--- src/pms_pkg.sv ---
`default_nettype none

package pms_pkg;

  localparam int unsigned COUNT_BITS    = 16;
  localparam int unsigned DELAY_BITS    = 13;

  localparam int unsigned REQ_BITS      = 2;
  localparam int unsigned PUSH_BITS     = 8;
  localparam int unsigned MODE_BITS     = 3;
  localparam int unsigned PULSE_BITS    = 12;
  localparam int unsigned SPEED_BITS    = 8;
  localparam int unsigned MS_BITS       = 13;
  localparam int unsigned PENDING_BITS  = 16;
  localparam int unsigned CFG_IDX_BITS  = 3;
  localparam int unsigned CFG_DATA_BITS = 13;
  localparam int unsigned CALC_BITS     = 14;

  localparam logic [63:0] DELAY_MAX = (64'd1 << DELAY_BITS) - 64'd1;

  localparam logic [MODE_BITS-1:0] MODE_INACTIVE = 3'd0;
  localparam logic [MODE_BITS-1:0] MODE_ENDSTOP  = 3'd1;
  localparam logic [MODE_BITS-1:0] MODE_RAMPING  = 3'd2;
  localparam logic [MODE_BITS-1:0] MODE_PUSHING  = 3'd3;
  localparam logic [MODE_BITS-1:0] MODE_BRAKING  = 3'd4;
  localparam logic [MODE_BITS-1:0] MODE_DONE     = 3'd5;

  localparam logic [REQ_BITS-1:0] REQ_TICK      = 2'd0;
  localparam logic [REQ_BITS-1:0] REQ_PUSH      = 2'd1;
  localparam logic [REQ_BITS-1:0] REQ_CALIBRATE = 2'd2;

  localparam logic [CFG_IDX_BITS-1:0] CFG_SPEED        = 3'd0;
  localparam logic [CFG_IDX_BITS-1:0] CFG_MIN_PULSE    = 3'd1;
  localparam logic [CFG_IDX_BITS-1:0] CFG_MAX_PULSE    = 3'd2;
  localparam logic [CFG_IDX_BITS-1:0] CFG_RAMP_MS      = 3'd3;
  localparam logic [CFG_IDX_BITS-1:0] CFG_SETTLE_MS    = 3'd4;
  localparam logic [CFG_IDX_BITS-1:0] CFG_BRAKE_MS     = 3'd5;
  localparam logic [CFG_IDX_BITS-1:0] CFG_CALIBRATE_MS = 3'd6;

  localparam logic [SPEED_BITS-1:0] SPEED_RST        = 8'd18;
  localparam logic [PULSE_BITS-1:0] MIN_PULSE_RST    = 12'd1000;
  localparam logic [PULSE_BITS-1:0] MAX_PULSE_RST    = 12'd2000;
  localparam logic [MS_BITS-1:0]    RAMP_MS_RST      = 13'd300;
  localparam logic [MS_BITS-1:0]    SETTLE_MS_RST    = 13'd30;
  localparam logic [MS_BITS-1:0]    BRAKE_MS_RST     = 13'd25;
  localparam logic [MS_BITS-1:0]    CALIBRATE_MS_RST = 13'd5000;

  localparam logic [CALC_BITS-1:0]  PULSE_BASE = 14'd1000;
  localparam logic [CALC_BITS-1:0]  SPEED_STEP = 14'd10;
  localparam logic [CALC_BITS-1:0]  PULSE_MAX  = 14'd4095;

  typedef struct packed {
    logic [SPEED_BITS-1:0] speed;
    logic [PULSE_BITS-1:0] min_pulse;
    logic [MS_BITS-1:0]    ramp_ms;
    logic [MS_BITS-1:0]    settle_ms;
    logic [MS_BITS-1:0]    brake_ms;
    logic [MS_BITS-1:0]    calibrate_ms;
  } cfg_t;

  typedef struct packed {
    logic [MODE_BITS-1:0]  mode;
    logic [PULSE_BITS-1:0] pulse;
    logic                  dir_a;
    logic                  dir_b;
    logic [COUNT_BITS-1:0] pending;
    logic [DELAY_BITS-1:0] delay;
  } state_t;

  // A delay that does not fit the countdown saturates at its maximum.
  function automatic logic [DELAY_BITS-1:0] sat_delay(input logic [MS_BITS-1:0] ms);
    logic [63:0] wide;
    wide = 64'(ms);
    if (wide > DELAY_MAX) begin
      sat_delay = '1;
    end else begin
      sat_delay = wide[DELAY_BITS-1:0];
    end
  endfunction

endpackage

`default_nettype wire

--- src/pms_cfg_regs.sv ---
`default_nettype none

module pms_cfg_regs (
  input  wire logic                                clk_i,
  input  wire logic                                rst_ni,
  input  wire logic                                cfg_valid_i,
  output logic                                     cfg_ready_o,
  input  wire logic [pms_pkg::CFG_IDX_BITS-1:0]    cfg_index_i,
  input  wire logic [pms_pkg::CFG_DATA_BITS-1:0]   cfg_data_i,
  output pms_pkg::cfg_t                            cfg_o
);
  import pms_pkg::*;

  cfg_t cfg_q;

  assign cfg_ready_o = 1'b1;
  assign cfg_o       = cfg_q;

  // The maximum pulse has no register: its reset value only sets the pulse width after
  // reset, so a write to its index has no effect.
  always_ff @(posedge clk_i or negedge rst_ni) begin
    if (!rst_ni) begin
      cfg_q.speed        <= SPEED_RST;
      cfg_q.min_pulse    <= MIN_PULSE_RST;
      cfg_q.ramp_ms      <= RAMP_MS_RST;
      cfg_q.settle_ms    <= SETTLE_MS_RST;
      cfg_q.brake_ms     <= BRAKE_MS_RST;
      cfg_q.calibrate_ms <= CALIBRATE_MS_RST;
    end else if (cfg_valid_i) begin
      unique case (cfg_index_i)
        CFG_SPEED:        cfg_q.speed        <= cfg_data_i[SPEED_BITS-1:0];
        CFG_MIN_PULSE:    cfg_q.min_pulse    <= cfg_data_i[PULSE_BITS-1:0];
        CFG_RAMP_MS:      cfg_q.ramp_ms      <= cfg_data_i[MS_BITS-1:0];
        CFG_SETTLE_MS:    cfg_q.settle_ms    <= cfg_data_i[MS_BITS-1:0];
        CFG_BRAKE_MS:     cfg_q.brake_ms     <= cfg_data_i[MS_BITS-1:0];
        CFG_CALIBRATE_MS: cfg_q.calibrate_ms <= cfg_data_i[MS_BITS-1:0];
        default: begin
        end
      endcase
    end
  end

endmodule

`default_nettype wire

--- src/pms_core.sv ---
`default_nettype none

module pms_core (
  input  wire logic                            clk_i,
  input  wire logic                            rst_ni,
  input  wire logic                            step_i,
  input  wire logic [pms_pkg::REQ_BITS-1:0]    req_type_i,
  input  wire logic [pms_pkg::PUSH_BITS-1:0]   push_count_i,
  input  wire logic                            switch_closed_i,
  input  pms_pkg::cfg_t                        cfg_i,
  output pms_pkg::state_t                      state_d_o
);
  import pms_pkg::*;

  state_t                state_q;
  state_t                state_d;
  logic [DELAY_BITS-1:0] delay_dec;
  logic [COUNT_BITS-1:0] cnt;
  logic [COUNT_BITS:0]   cnt_sum;
  logic [CALC_BITS-1:0]  drive;
  logic [PULSE_BITS-1:0] drive_pulse;

  assign drive     = PULSE_BASE + CALC_BITS'(cfg_i.speed) * SPEED_STEP;
  assign drive_pulse = (drive > PULSE_MAX) ? '1 : drive[PULSE_BITS-1:0];
  assign delay_dec = state_q.delay - DELAY_BITS'(state_q.delay != '0);
  assign cnt_sum   = {1'b0, state_q.pending} + (COUNT_BITS + 1)'(push_count_i);
  assign state_d_o = state_d;

  always_comb begin
    state_d = state_q;
    cnt     = state_q.pending;
    case (req_type_i)
      REQ_TICK: begin
        state_d.delay = delay_dec;
        if (delay_dec == '0) begin
          unique case (state_q.mode)
            MODE_RAMPING: begin
              state_d.mode  = MODE_ENDSTOP;
              state_d.dir_a = 1'b1;
              state_d.dir_b = 1'b0;
              state_d.delay = sat_delay(cfg_i.settle_ms);
            end
            MODE_BRAKING: begin
              state_d.mode  = MODE_DONE;
              state_d.dir_a = 1'b0;
              state_d.dir_b = 1'b0;
            end
            MODE_ENDSTOP: begin
              if (!switch_closed_i) begin
                state_d.mode  = MODE_PUSHING;
                state_d.delay = sat_delay(cfg_i.settle_ms);
              end
            end
            MODE_PUSHING: begin
              if (switch_closed_i && (cnt != '0)) begin
                state_d.mode  = MODE_ENDSTOP;
                cnt           = cnt - COUNT_BITS'(1);
                state_d.delay = sat_delay(cfg_i.settle_ms);
              end
              state_d.pending = cnt;
              if (cnt == '0) begin
                state_d.mode  = MODE_BRAKING;
                state_d.dir_a = 1'b0;
                state_d.dir_b = 1'b1;
                state_d.delay = sat_delay(cfg_i.brake_ms);
                state_d.pulse = cfg_i.min_pulse;
              end
            end
            default: begin
            end
          endcase
        end
      end
      REQ_PUSH: begin
        if (state_q.pending == '0) begin
          state_d.pending = COUNT_BITS'(push_count_i);
          state_d.pulse   = drive_pulse;
          state_d.mode    = MODE_RAMPING;
          state_d.delay   = sat_delay(cfg_i.ramp_ms);
        end else if (cnt_sum[COUNT_BITS]) begin
          state_d.pending = '1;
        end else begin
          state_d.pending = cnt_sum[COUNT_BITS-1:0];
        end
      end
      REQ_CALIBRATE: begin
        state_d.pulse = cfg_i.min_pulse;
        state_d.delay = sat_delay(cfg_i.calibrate_ms);
      end
      default: begin
      end
    endcase
  end

  always_ff @(posedge clk_i or negedge rst_ni) begin
    if (!rst_ni) begin
      state_q.mode    <= MODE_INACTIVE;
      state_q.pulse   <= MAX_PULSE_RST;
      state_q.dir_a   <= 1'b0;
      state_q.dir_b   <= 1'b0;
      state_q.pending <= '0;
      state_q.delay   <= '0;
    end else if (step_i) begin
      state_q <= state_d;
    end
  end

endmodule

`default_nettype wire

--- src/pusher_motor_sequencer.sv ---
// Channel  | Direction | Handshake                  | Payload
// ---------+-----------+----------------------------+-----------------------------------------
// in       | input     | in_valid_i / in_ready_o    | req_type_i, push_count_i, switch_closed_i
// out      | output    | out_valid_o / out_ready_i  | mode_o, pulse_us_o, dir_a_o, dir_b_o,
//          |           |                            | pushes_pending_o, waiting_o
// cfg      | input     | cfg_valid_i / cfg_ready_o  | cfg_index_i, cfg_data_i
//
// A word passes an input register and then the state update into the result register;
// one word is taken per cycle while the output does not stall.
// Reset loads the register reset values and clears both stages; no clearing pass is needed.
// When the result register is full and out_ready_i is low, the input register holds and
// in_ready_o falls once it too is full; the configuration port never stalls.
`default_nettype none

module pusher_motor_sequencer (
  input  wire logic                                clk_i,
  input  wire logic                                rst_ni,
  input  wire logic                                in_valid_i,
  output logic                                     in_ready_o,
  input  wire logic [pms_pkg::REQ_BITS-1:0]        req_type_i,
  input  wire logic [pms_pkg::PUSH_BITS-1:0]       push_count_i,
  input  wire logic                                switch_closed_i,
  output logic                                     out_valid_o,
  input  wire logic                                out_ready_i,
  output logic [pms_pkg::MODE_BITS-1:0]            mode_o,
  output logic [pms_pkg::PULSE_BITS-1:0]           pulse_us_o,
  output logic                                     dir_a_o,
  output logic                                     dir_b_o,
  output logic [pms_pkg::PENDING_BITS-1:0]         pushes_pending_o,
  output logic                                     waiting_o,
  input  wire logic                                cfg_valid_i,
  output logic                                     cfg_ready_o,
  input  wire logic [pms_pkg::CFG_IDX_BITS-1:0]    cfg_index_i,
  input  wire logic [pms_pkg::CFG_DATA_BITS-1:0]   cfg_data_i
);
  import pms_pkg::*;

  cfg_t                                cfg;
  state_t                              state_d;
  logic                                in_valid_q;
  logic [REQ_BITS-1:0]                 req_type_q;
  logic [PUSH_BITS-1:0]                push_count_q;
  logic                                switch_closed_q;
  logic                                out_valid_q;
  logic [MODE_BITS-1:0]                mode_q;
  logic [PULSE_BITS-1:0]               pulse_q;
  logic                                dir_a_q;
  logic                                dir_b_q;
  logic [PENDING_BITS-1:0]             pending_q;
  logic                                waiting_q;
  logic                                advance;
  logic                                step;
  logic [COUNT_BITS+PENDING_BITS-1:0]  pending_ext;

  assign advance     = !out_valid_q || out_ready_i;
  assign step        = in_valid_q && advance;
  assign in_ready_o  = !in_valid_q || advance;
  assign pending_ext = {{PENDING_BITS{1'b0}}, state_d.pending};

  pms_cfg_regs u_cfg (
    .clk_i       (clk_i),
    .rst_ni      (rst_ni),
    .cfg_valid_i (cfg_valid_i),
    .cfg_ready_o (cfg_ready_o),
    .cfg_index_i (cfg_index_i),
    .cfg_data_i  (cfg_data_i),
    .cfg_o       (cfg)
  );

  pms_core u_core (
    .clk_i           (clk_i),
    .rst_ni          (rst_ni),
    .step_i          (step),
    .req_type_i      (req_type_q),
    .push_count_i    (push_count_q),
    .switch_closed_i (switch_closed_q),
    .cfg_i           (cfg),
    .state_d_o       (state_d)
  );

  always_ff @(posedge clk_i or negedge rst_ni) begin
    if (!rst_ni) begin
      in_valid_q <= 1'b0;
    end else if (in_ready_o) begin
      in_valid_q <= in_valid_i;
    end
  end

  always_ff @(posedge clk_i) begin
    if (in_valid_i && in_ready_o) begin
      req_type_q      <= req_type_i;
      push_count_q    <= push_count_i;
      switch_closed_q <= switch_closed_i;
    end
  end

  always_ff @(posedge clk_i or negedge rst_ni) begin
    if (!rst_ni) begin
      out_valid_q <= 1'b0;
    end else if (advance) begin
      out_valid_q <= in_valid_q;
    end
  end

  always_ff @(posedge clk_i) begin
    if (step) begin
      mode_q    <= state_d.mode;
      pulse_q   <= state_d.pulse;
      dir_a_q   <= state_d.dir_a;
      dir_b_q   <= state_d.dir_b;
      pending_q <= pending_ext[PENDING_BITS-1:0];
      waiting_q <= (state_d.delay != '0);
    end
  end

  assign out_valid_o      = out_valid_q;
  assign mode_o           = mode_q;
  assign pulse_us_o       = pulse_q;
  assign dir_a_o          = dir_a_q;
  assign dir_b_o          = dir_b_q;
  assign pushes_pending_o = pending_q;
  assign waiting_o        = waiting_q;

endmodule

`default_nettype wire

--- config.mk ---
export PLATFORM = sky130hd
export DESIGN_NAME = pusher_motor_sequencer
export DESIGN_NICKNAME = d
export VERILOG_FILES = /design/src/pms_pkg.sv /design/src/pms_cfg_regs.sv /design/src/pms_core.sv /design/src/pusher_motor_sequencer.sv
export SDC_FILE = /design/constraint.sdc
export NUM_CORES = 1
export LEC_CHECK = 0
export BUFFER_PORTS_ARGS = -buffer_cell sky130_fd_sc_hd__buf_2
export CAP_MARGIN = 20
export CELL_PAD_IN_SITES_DETAIL_PLACEMENT = 1
export CELL_PAD_IN_SITES_GLOBAL_PLACEMENT = 1
export CORE_MARGIN = 5
export CORE_UTILIZATION = 52
export CTS_BUF_LIST = sky130_fd_sc_hd__clkbuf_16
export DETAILED_ROUTE_END_ITERATION = 12
export PLACE_DENSITY_LB_ADDON = 0.2
export SYNTH_ARGS = -nofsm -noshare
export SYNTH_HDL_FRONTEND = slang
export SYNTH_SLANG_ARGS = --single-unit
--- constraint.sdc ---
create_clock -name clk_i -period 8.75 [get_ports clk_i]
set_clock_uncertainty 0.05 [all_clocks]
set_input_delay 2.625 -clock clk_i [delete_from_list [all_inputs] [get_ports clk_i]]
set_output_delay 2.625 -clock clk_i [all_outputs]
set_load 0.03 [all_outputs]
==> reports/results.txt, run 1 <==
outcome = complete, no violations
launching point of the worst reg2reg path = u_core.state_q[4]$_DFFE_PN0P_
Min-Delay Path Class = register to register
Worst IR Drop VDD = 0.000140 V
Seq. cell area = 0.00439 sq mm
fillcell total = 2243
max_slew headroom = 31.1%
area delta synth->final = 10.5%
register-to-register setup slack = 3300 ps
die height = 151 um
Crit path required time = 6080 ps
Core ar. = 0.0196 sq mm
number of global-route vias before repair = 9370
RSZ-0062 raised after global routing = no
fin util = 58.7%
crit path max fanout = 3
final hold vios = 0
H-tree depth = 4
post-DR wirelength/cell = 23.4 um
hold_ws = 467 ps
num rows = 51
yosys warns = 0
All-Layer GR Usage = 29.5%
Num CTS Buffers = 17
CTS root buffer = clkbuf_16
largest area contributor in the netlist = dfrtp_1
Worst Hold Depth = 1
Hold Path End = u_cfg.cfg_o[23]$_DFFE_PN0P_
via/cell ratio = 6.41
total chip power = 3.17 mW
post-route setup slack = 2940 ps
fin crit share = 66.4%
Data arrival, critical path = 3130 ps
post-route ant nets = 0
total gr overflow = 0
synthesized area per cell = 9.43 sq um
Least-Margin Pin Slew = 1030 ps
Main synth FF type = dfrtp_1
clk buf depth = 2
Net Sw Power = 1.28 mW
PortBufs = 67
Worst Setup Path Type = input port to output pin
worst slack, placed = 2950 ps
die width = 151 um
I/O pins = 69
total iterations of the first detailed-routing run = 6
initial antenna violation count = 0
Routed WL = 32900 um
Setup Viol. Count Final = 0
hold buffers post-CTS = 0
top cells by area, synth = dfrtp_1, edfxtp_1, mux2_2
TNS Setup = 0 ps
Critical R2R Capture = waiting_o$_DFFE_PP_
area of the multi-input gates = 0.00557 sq mm
DP HPWL = 22000 um
Starting Density = 53.1%
Netlist cell types = 81
layout cells sized above 1 = 23.7%
internal power = 1.89 mW
Post-CTS Setup Inserts = 0
Syn Inst Count = 1103
clock tree from TritonCTS = yes
switch share = 40.2%
fmax = 0.172 GHz
R2R cell count = 14
cell area after synthesis = 0.0104 sq mm
Final nets = 1184
Post-synth EDFFs = 45
vias = 9001
DIE AREA = 0.0229 sq mm
post_cts resized = 0
Gate power share = 36.5%
CTS sink cnt = 165
Worst-Skew Late Latency = 450 ps
Setup crit end kind = output pin
Initial DRC Count = 586
gp weighted congestion = 0.916
Commonest cells post-synth = nand2_1, mux2_2, nor2_1
Max Slew Vio Count = 0
hold wc startpoint = u_cfg.cfg_o[23]$_DFFE_PN0P_
flops & latches, synth = 165
CTS clock-pin slew for the worst setup and hold paths = 70 ps
drc violations = 0
min Tclk post-route = 5810 ps
sequential share of power = 38.3%
FFs w/ async S/R, synth = 72.7%
first-pass GRT wire length = 51900 um
syn nets = 1161
most frequent cell after synthesis = nand2_1
Startpoint Class = input port
reported max-cap violation count = 0
post-synth top area share = 21.7%
Clk pwr share = 25.2%
Leak = 4.58 nW
sequential share of the synthesized area = 42.2%
largest net degree at the start of global routing = 72
pwr dens = 276 mW/mm^2
[power groups by stage]
stage / clock network, mW / logic (mW) / registers [mW]
finish: 0.798 / 1.16 / 1.22
global route: 0.846 / 1.27 / 1.24
CTS: 0.810 / 1.15 / 1.21
detailed placement: 0 / 1.13 / 1.22
global placement: 0 / 1.08 / 1.21
floorplan: 0 / 0.884 / 1.15
[state kept, by name, summed over array words and instances (netlist names), 2 cells and up]
| signal | flops |
|---|---|
| u_cfg.cfg_o | 72 |
| req_type_q | 2 |
| push_count_q | 8 |
| pulse_us_o | 12 |
| pushes_pending_o | 16 |
| u_core.state_q | 46 |
| mode_o | 3 |
[final cells by class]
cell class	count	share of cell area, %
multi-input combinational	831	48.5
tap	265	2.89
sequential	165	38.2
clock buffer	17	3.70
timing repair buffer	83	3.99
clock inverter	15	1.80
antenna	1	0.0218
inverter	28	0.926
[worst max-delay path, cell delays in order]
cell      delay, ps
buf_2           100
nand3b_1        190
buf_2           210
[layer usage]
metal  GRT usage [%]  vias up  wire length (um)
met1            37.1     4541             13800
met2            50.2      263             16300
met5               0        -                 0
li1                -     4124                 -
met4            12.1        0              1030
met3            4.91       73              1810
[metrics by stage]
step,std cells,area (sq um)
global route,1404,11500
global placement,1371,10800
CTS,1403,11500
floorplan,1103,10400
detailed placement,1371,10800
finish,1405,11500
[kinds of logic after synthesis]
family,after synthesis,share of synthesized area (%)
and+or+nand+nor,361,17.3
AOI/OAI and AO/OA,308,19.0
DFF,165,42.2
muxes,109,11.7
buffers and inverters,107,4.30
adders and majority gates,26,3.27
xor gates and xnor gates,26,2.19
other,1,0.0361
[how the worst max path moves through the flow]
stage                                       start             endpoint  slack, ps  cells past startpoint
floorplan                             out_ready_i           in_ready_o       3100                      1
global placement                      out_ready_i           in_ready_o       2990                      3
detailed placement                    out_ready_i           in_ready_o       2950                      3
CTS                                   out_ready_i           in_ready_o       2940                      3
global route        u_core.state_q[4]$_DFFE_PN0P_  waiting_o$_DFFE_PP_       2900                     14
finish                                out_ready_i           in_ready_o       2940                      3
[layout by cell type, fill, tap and decap left out, types with 22 or more instances in the layout]
| master | Yosys | routed |
|---|---|---|
| mux2_2 | 98 | 98 |
| a21oi_1 | 91 | 91 |
| ha_1 | 24 | 24 |
| edfxtp_1 | 45 | 45 |
| dfrtp_1 | 90 | 90 |
| nand2_1 | 115 | 115 |
| nand3_1 | 22 | 22 |
| inv_1 | 28 | 27 |
| o21ai_0 | 74 | 74 |
| dfstp_2 | 30 | 30 |
| nor2_1 | 96 | 96 |
| nor3_1 | 26 | 26 |
| buf_2 | 12 | 66 |
Power figures use the tool's default switching activity.
==> run 2, diff against run 1 <==
--- a/config.mk
+++ b/config.mk
@@ -10,7 +10,7 @@
 export CELL_PAD_IN_SITES_DETAIL_PLACEMENT = 1
 export CELL_PAD_IN_SITES_GLOBAL_PLACEMENT = 1
 export CORE_MARGIN = 5
-export CORE_UTILIZATION = 52
+export CORE_UTILIZATION = 48
 export CTS_BUF_LIST = sky130_fd_sc_hd__clkbuf_16
 export DETAILED_ROUTE_END_ITERATION = 12
 export PLACE_DENSITY_LB_ADDON = 0.2
==> constraint.sdc (replaced) <==
create_clock -name clk_i -period 5.54 [get_ports clk_i]
set_clock_uncertainty 0.05 [all_clocks]
set_input_delay 1.662 -clock clk_i [delete_from_list [all_inputs] [get_ports clk_i]]
set_output_delay 1.662 -clock clk_i [all_outputs]
set_load 0.03 [all_outputs]
==> run 2 against run 1 <==
First-iteration DRC count decreased by 0.51%. Core utilization decreased by 4.2 points. Sequential share of layout area decreased by 0.11 points. Clock-buffer cell count unchanged. Critical path depth increased by 12. Die area increased by 7.8%. Routed wire length decreased by 0.32%. Power increased by 55%. Setup slack got worse by 2500 ps.
==> reports/results.txt, run 2 (synthesis gave the netlist of run 1 again) <==
CTS clock-pin slew for the worst setup and hold paths = 70 ps
Starting Density = 49.1%
Routed WL = 32800 um
Worst IR Drop VDD = 0.000180 V
fin util = 54.5%
Worst-Skew Late Latency = 450 ps
max_slew headroom = 29.4%
Final nets = 1191
total gr overflow = 0
Num CTS Buffers = 17
Leak = 4.60 nW
DP HPWL = 22300 um
internal power = 2.95 mW
crit path max fanout = 15
I/O pins = 69
reported max-cap violation count = 0
drc violations = 0
DIE AREA = 0.0247 sq mm
CP max-delay cell = or3_1
Worst Setup Path Type = register to register
Startpoint Class = register
post-route ant nets = 0
outcome = complete, no violations
All-Layer GR Usage = 27.0%
Post-CTS Setup Inserts = 0
Clk pwr share = 24.2%
Setup Viol. Count Final = 0
Gate power share = 36.9%
via/cell ratio = 6.35
post-DR wirelength/cell = 23.1 um
critical path's top delay family = simple AND/OR/NAND/NOR gates
initial antenna violation count = 0
number of global-route vias before repair = 9342
area delta synth->final = 10.8%
Min-Delay Path Class = register to register
register-to-register setup slack = 450 ps
Core ar. = 0.0212 sq mm
Initial DRC Count = 583
Cell Area, Placed = 0.0109 sq mm
fin crit share = 91.8%
H-tree depth = 4
n_diodes = 0
CTS root buffer = clkbuf_16
die height = 157 um
pwr dens = 427 mW/mm^2
max reg flops = 72
Least-Margin Pin Slew = 1050 ps
CTS sink cnt = 165
hold buffers post-CTS = 0
gp weighted congestion = 0.891
Data arrival, critical path = 5210 ps
total iterations of the first detailed-routing run = 5
largest net degree at the start of global routing = 83
vias = 9019
Cell Chain, Critical Path = or3_1, nor3_1, nand3_1, ha_1, ha_1, nand2_1, or4_1, nor4_1, o2111ai_2, or3_1, a2111oi_2, o21ai_1, o211a_1, nor4_1, nand4_1
clk buf depth = 2
layout cells sized above 1 = 24.1%
Worst path max stage delay = 670 ps
commonest non-fill, non-tap cell in the layout = nand2_1
most frequent cells in the layout = nand2_1, mux2_2, nor2_1, a21oi_1, dfrtp_1
cell area after layout = 0.0115 sq mm
Net Sw Power = 1.97 mW
num rows = 53
PortBufs = 67
switch share = 40.1%
final hold vios = 0
RSZ-0062 raised after global routing = no
min Tclk post-route = 5090 ps
die width = 157 um
clock tree from TritonCTS = yes
Setup crit end kind = register
sequential share of power = 38.9%
TNS Setup = 0 ps
fmax = 0.197 GHz
first-pass GRT wire length = 52200 um
Crit path required time = 5670 ps
post_cts resized = 0
Max Slew Vio Count = 0
crit path buf inv count = 0
[run 2: cell type report]
| class | count | area [sq um] |
|---|---|---|
| tap | 275 | 344 |
| fill | 2413 | 9630 |
| sequential | 165 | 4390 |
| clock buffer | 17 | 425 |
| multi-input combinational | 831 | 5570 |
| inverter | 28 | 106 |
| clock inverter | 15 | 164 |
| timing repair buffer | 90 | 523 |
[run 2: path summary, 6_finish.rpt]
path | startpoint | end | cells past startpoint
worst max-delay path | u_core.state_q[4]$_DFFE_PN0P_ | waiting_o$_DFFE_PP_ | 15
worst min-delay path | in_valid_q$_DFFE_PN0N_ | out_valid_o$_DFFE_PN0P_ | 1
worst max register to register | u_core.state_q[4]$_DFFE_PN0P_ | waiting_o$_DFFE_PP_ | 15
worst min register to register | in_valid_q$_DFFE_PN0N_ | out_valid_o$_DFFE_PN0P_ | 1
max in group asynchronous | rst_ni | u_cfg.cfg_o[30]$_DFFE_PN1P_ | 2
min in group asynchronous | rst_ni | u_cfg.cfg_o[10]$_DFFE_PN0P_ | 1
[run 2: worst reg2reg max path, delay by kind of cell (launching register included)]
| kind | cells | cell delay [ps] |
|---|---|---|
| and+or+nand+nor | 9 | 2860 |
| AOI/OAI and AO/OA | 4 | 850 |
| adders and majority gates | 2 | 590 |
| DFF | 1 | 460 |
[run 2: routing by layer]
| layer | up-vias | track usage, % | wire length, um |
|---|---|---|---|
| li1 | 4132 | - | - |
| met1 | 4614 | 36.8 | 14600 |
| met2 | 228 | 44.8 | 15900 |
| met3 | 45 | 3.77 | 1460 |
| met4 | 0 | 8.64 | 812 |
| met5 | - | 0 | 0 |
[run 2: power by group through the flow]
stage	clock network (mW)	registers [mW]	logic [mW]
5_1_grt	1.26	1.95	2.01
3_5_place_dp	0	1.92	1.79
3_3_place_gp	0	1.90	1.73
4_1_cts	1.20	1.91	1.80
6_report	1.19	1.91	1.82
2_1_floorplan	0	1.82	1.40
[run 2: stage by stage]
| step | instances | hold slack (ps) | power, mW | worst slack (ps) |
|---|---|---|---|---|
| after floorplan | 1103 | 407 | 3.22 | 948 |
| after global placement | 1389 | 418 | 3.63 | 639 |
| after detailed placement | 1389 | 432 | 3.71 | 563 |
| after CTS | 1421 | 447 | 4.91 | 485 |
| after global routing | 1421 | 473 | 5.22 | 211 |
| final | 1421 | 443 | 4.92 | 453 |
==> run 3, diff against run 2 <==
--- a/config.mk
+++ b/config.mk
@@ -13,6 +13,7 @@
 export CORE_UTILIZATION = 48
 export CTS_BUF_LIST = sky130_fd_sc_hd__clkbuf_16
 export DETAILED_ROUTE_END_ITERATION = 12
+export MAX_ROUTING_LAYER = met4
 export PLACE_DENSITY_LB_ADDON = 0.2
 export SYNTH_ARGS = -nofsm -noshare
 export SYNTH_HDL_FRONTEND = slang
==> run 3 against run 2 <==
Worst hold slack improved by 5.6 ps. Flip-flop and latch count unchanged. Clock-buffer cell count is the same. Cell count did not move. Sequential power barely moved. Largest cell class unchanged. Clock power rose by 5%. Critical path depth did not move. Largest power group unchanged. Critical path type unchanged.
==> reports/results.txt, run 3 (synthesis gave the netlist of run 1 again) <==
RSZ-0062 raised after global routing = no
Worst-Skew Late Latency = 440 ps
largest net degree at the start of global routing = 66
Least-Margin Pin Slew = 1040 ps
CP max-delay cell = or4_1
hold_ws = 449 ps
TNS Setup = 0 ps
post_cts resized = 0
n_diodes = 0
CTS clock-pin slew for the worst setup and hold paths = 80 ps
worst slack, placed = 580 ps
crit path max fanout = 9
DP HPWL = 22900 um
Post-CTS Setup Inserts = 0
post-DR wirelength/cell = 23.3 um
drc violations = 0
Cell Chain, Critical Path = or3_1, nor3_1, nand3_1, ha_1, ha_1, nand2_1, or4_1, nor4_1, o2111ai_2, buf_4, nor3_1, nand3_1, or4_1, a21oi_1, a221o_1
initial antenna violation count = 0
fillcell total = 2415
area delta synth->final = 11.1%
Max Slew Vio Count = 0
CTS sink cnt = 165
Worst IR Drop VDD = 0.000184 V
Setup crit end kind = register
Final nets = 1191
sequential share of power = 38.4%
layout cells sized above 1 = 24.3%
switch share = 39.9%
crit path buf inv count = 1
Leak = 4.61 nW
Cell Area, Placed = 0.0109 sq mm
first-pass GRT wire length = 52800 um
most frequent cells in the layout = nand2_1, mux2_2, nor2_1, a21oi_1, dfrtp_1
number of global-route vias before repair = 9309
H-tree depth = 4
Initial DRC Count = 654
pwr dens = 432 mW/mm^2
min Tclk post-route = 5080 ps
post-route ant nets = 0
die width = 157 um
gp weighted congestion = 0.908
via/cell ratio = 6.38
num rows = 53
vias = 9061
DIE AREA = 0.0247 sq mm
Worst path max stage delay = 570 ps
max_slew headroom = 30.2%
commonest non-fill, non-tap cell in the layout = nand2_1
Routed WL = 33200 um
PortBufs = 67
hold buffers post-CTS = 0
Starting Density = 49.1%
Min-Delay Path Class = register to register
total iterations of the first detailed-routing run = 5
internal power = 3.00 mW
All-Layer GR Usage = 28.2%
final hold vios = 0
Num CTS Buffers = 17
R2R cell count = 15
outcome = complete, no violations
CTS root buffer = clkbuf_16
Setup Viol. Count Final = 0
Core ar. = 0.0212 sq mm
Startpoint Class = register
fin crit share = 91.6%
total gr overflow = 0
Data arrival, critical path = 5390 ps
Crit path required time = 5850 ps
max reg flops = 72
post-route setup slack = 463 ps
cell area after layout = 0.0116 sq mm
Worst Setup Path Type = register to register
Worst Hold Depth = 1
I/O pins = 69
critical path depth = 15
fmax = 0.197 GHz
Clk pwr share = 25.1%
clk buf depth = 2
reported max-cap violation count = 0
clock tree from TritonCTS = yes
Gate power share = 36.5%
Net Sw Power = 1.99 mW
critical path's top delay family = simple AND/OR/NAND/NOR gates
die height = 157 um
==> run 3: path summary, 6_finish.rpt <==
path | slack (ps) | startpoint | endpoint
worst max-delay path | 460 | u_core.state_q[4]$_DFFE_PN0P_ | u_core.state_q[24]$_DFFE_PN0P_
worst min-delay path | 450 | in_valid_q$_DFFE_PN0N_ | out_valid_o$_DFFE_PN0P_
worst max register to register | 460 | u_core.state_q[4]$_DFFE_PN0P_ | u_core.state_q[24]$_DFFE_PN0P_
worst min register to register | 450 | in_valid_q$_DFFE_PN0N_ | out_valid_o$_DFFE_PN0P_
max in group asynchronous | 3200 | rst_ni | u_core.state_q[35]$_DFFE_PN1P_
min in group asynchronous | 1220 | rst_ni | u_cfg.cfg_o[21]$_DFFE_PN0P_
==> run 3: layer usage <==
| layer | wire (um) | track usage, % | up-vias | share of wire (%) |
|---|---|---|---|---|
| met4 | 839 | 8.64 | 0 | 2.5 |
| met2 | 16300 | 46.5 | 270 | 49 |
| met5 | 0 | - | - | 0 |
| met3 | 1640 | 4.92 | 66 | 5.0 |
| met1 | 14300 | 35.6 | 4581 | 43 |
| li1 | - | - | 4144 | - |
==> run 3: power by group through the flow <==
stage / clock, mW / combinational (mW) / sequential [mW]
floorplan: 0 / 1.40 / 1.82
global placement: 0 / 1.73 / 1.91
detailed placement: 0 / 1.80 / 1.93
CTS: 1.28 / 1.82 / 1.91
global route: 1.33 / 2.02 / 1.96
finish: 1.25 / 1.82 / 1.92
==> run 3: area by class of cell <==
cell class,count,area [sq um],area share (%)
Clock inverter,15,206,1.79
Tap cell,275,344,2.98
Multi-Input combinational cell,831,5570,48.2
Timing Repair Buffer,90,510,4.42
Inverter,28,106,0.920
Clock buffer,17,425,3.68
Sequential cell,165,4390,38.0
==> run 3: stage by stage <==
stage / util (%) / power (mW) / cells
after floorplan: - / 3.22 / 1103
after global placement: 51.6 / 3.64 / 1389
after detailed placement: 51.6 / 3.73 / 1389
after CTS: 54.6 / 5.00 / 1421
after global routing: 54.6 / 5.31 / 1421
final: 54.6 / 4.99 / 1421
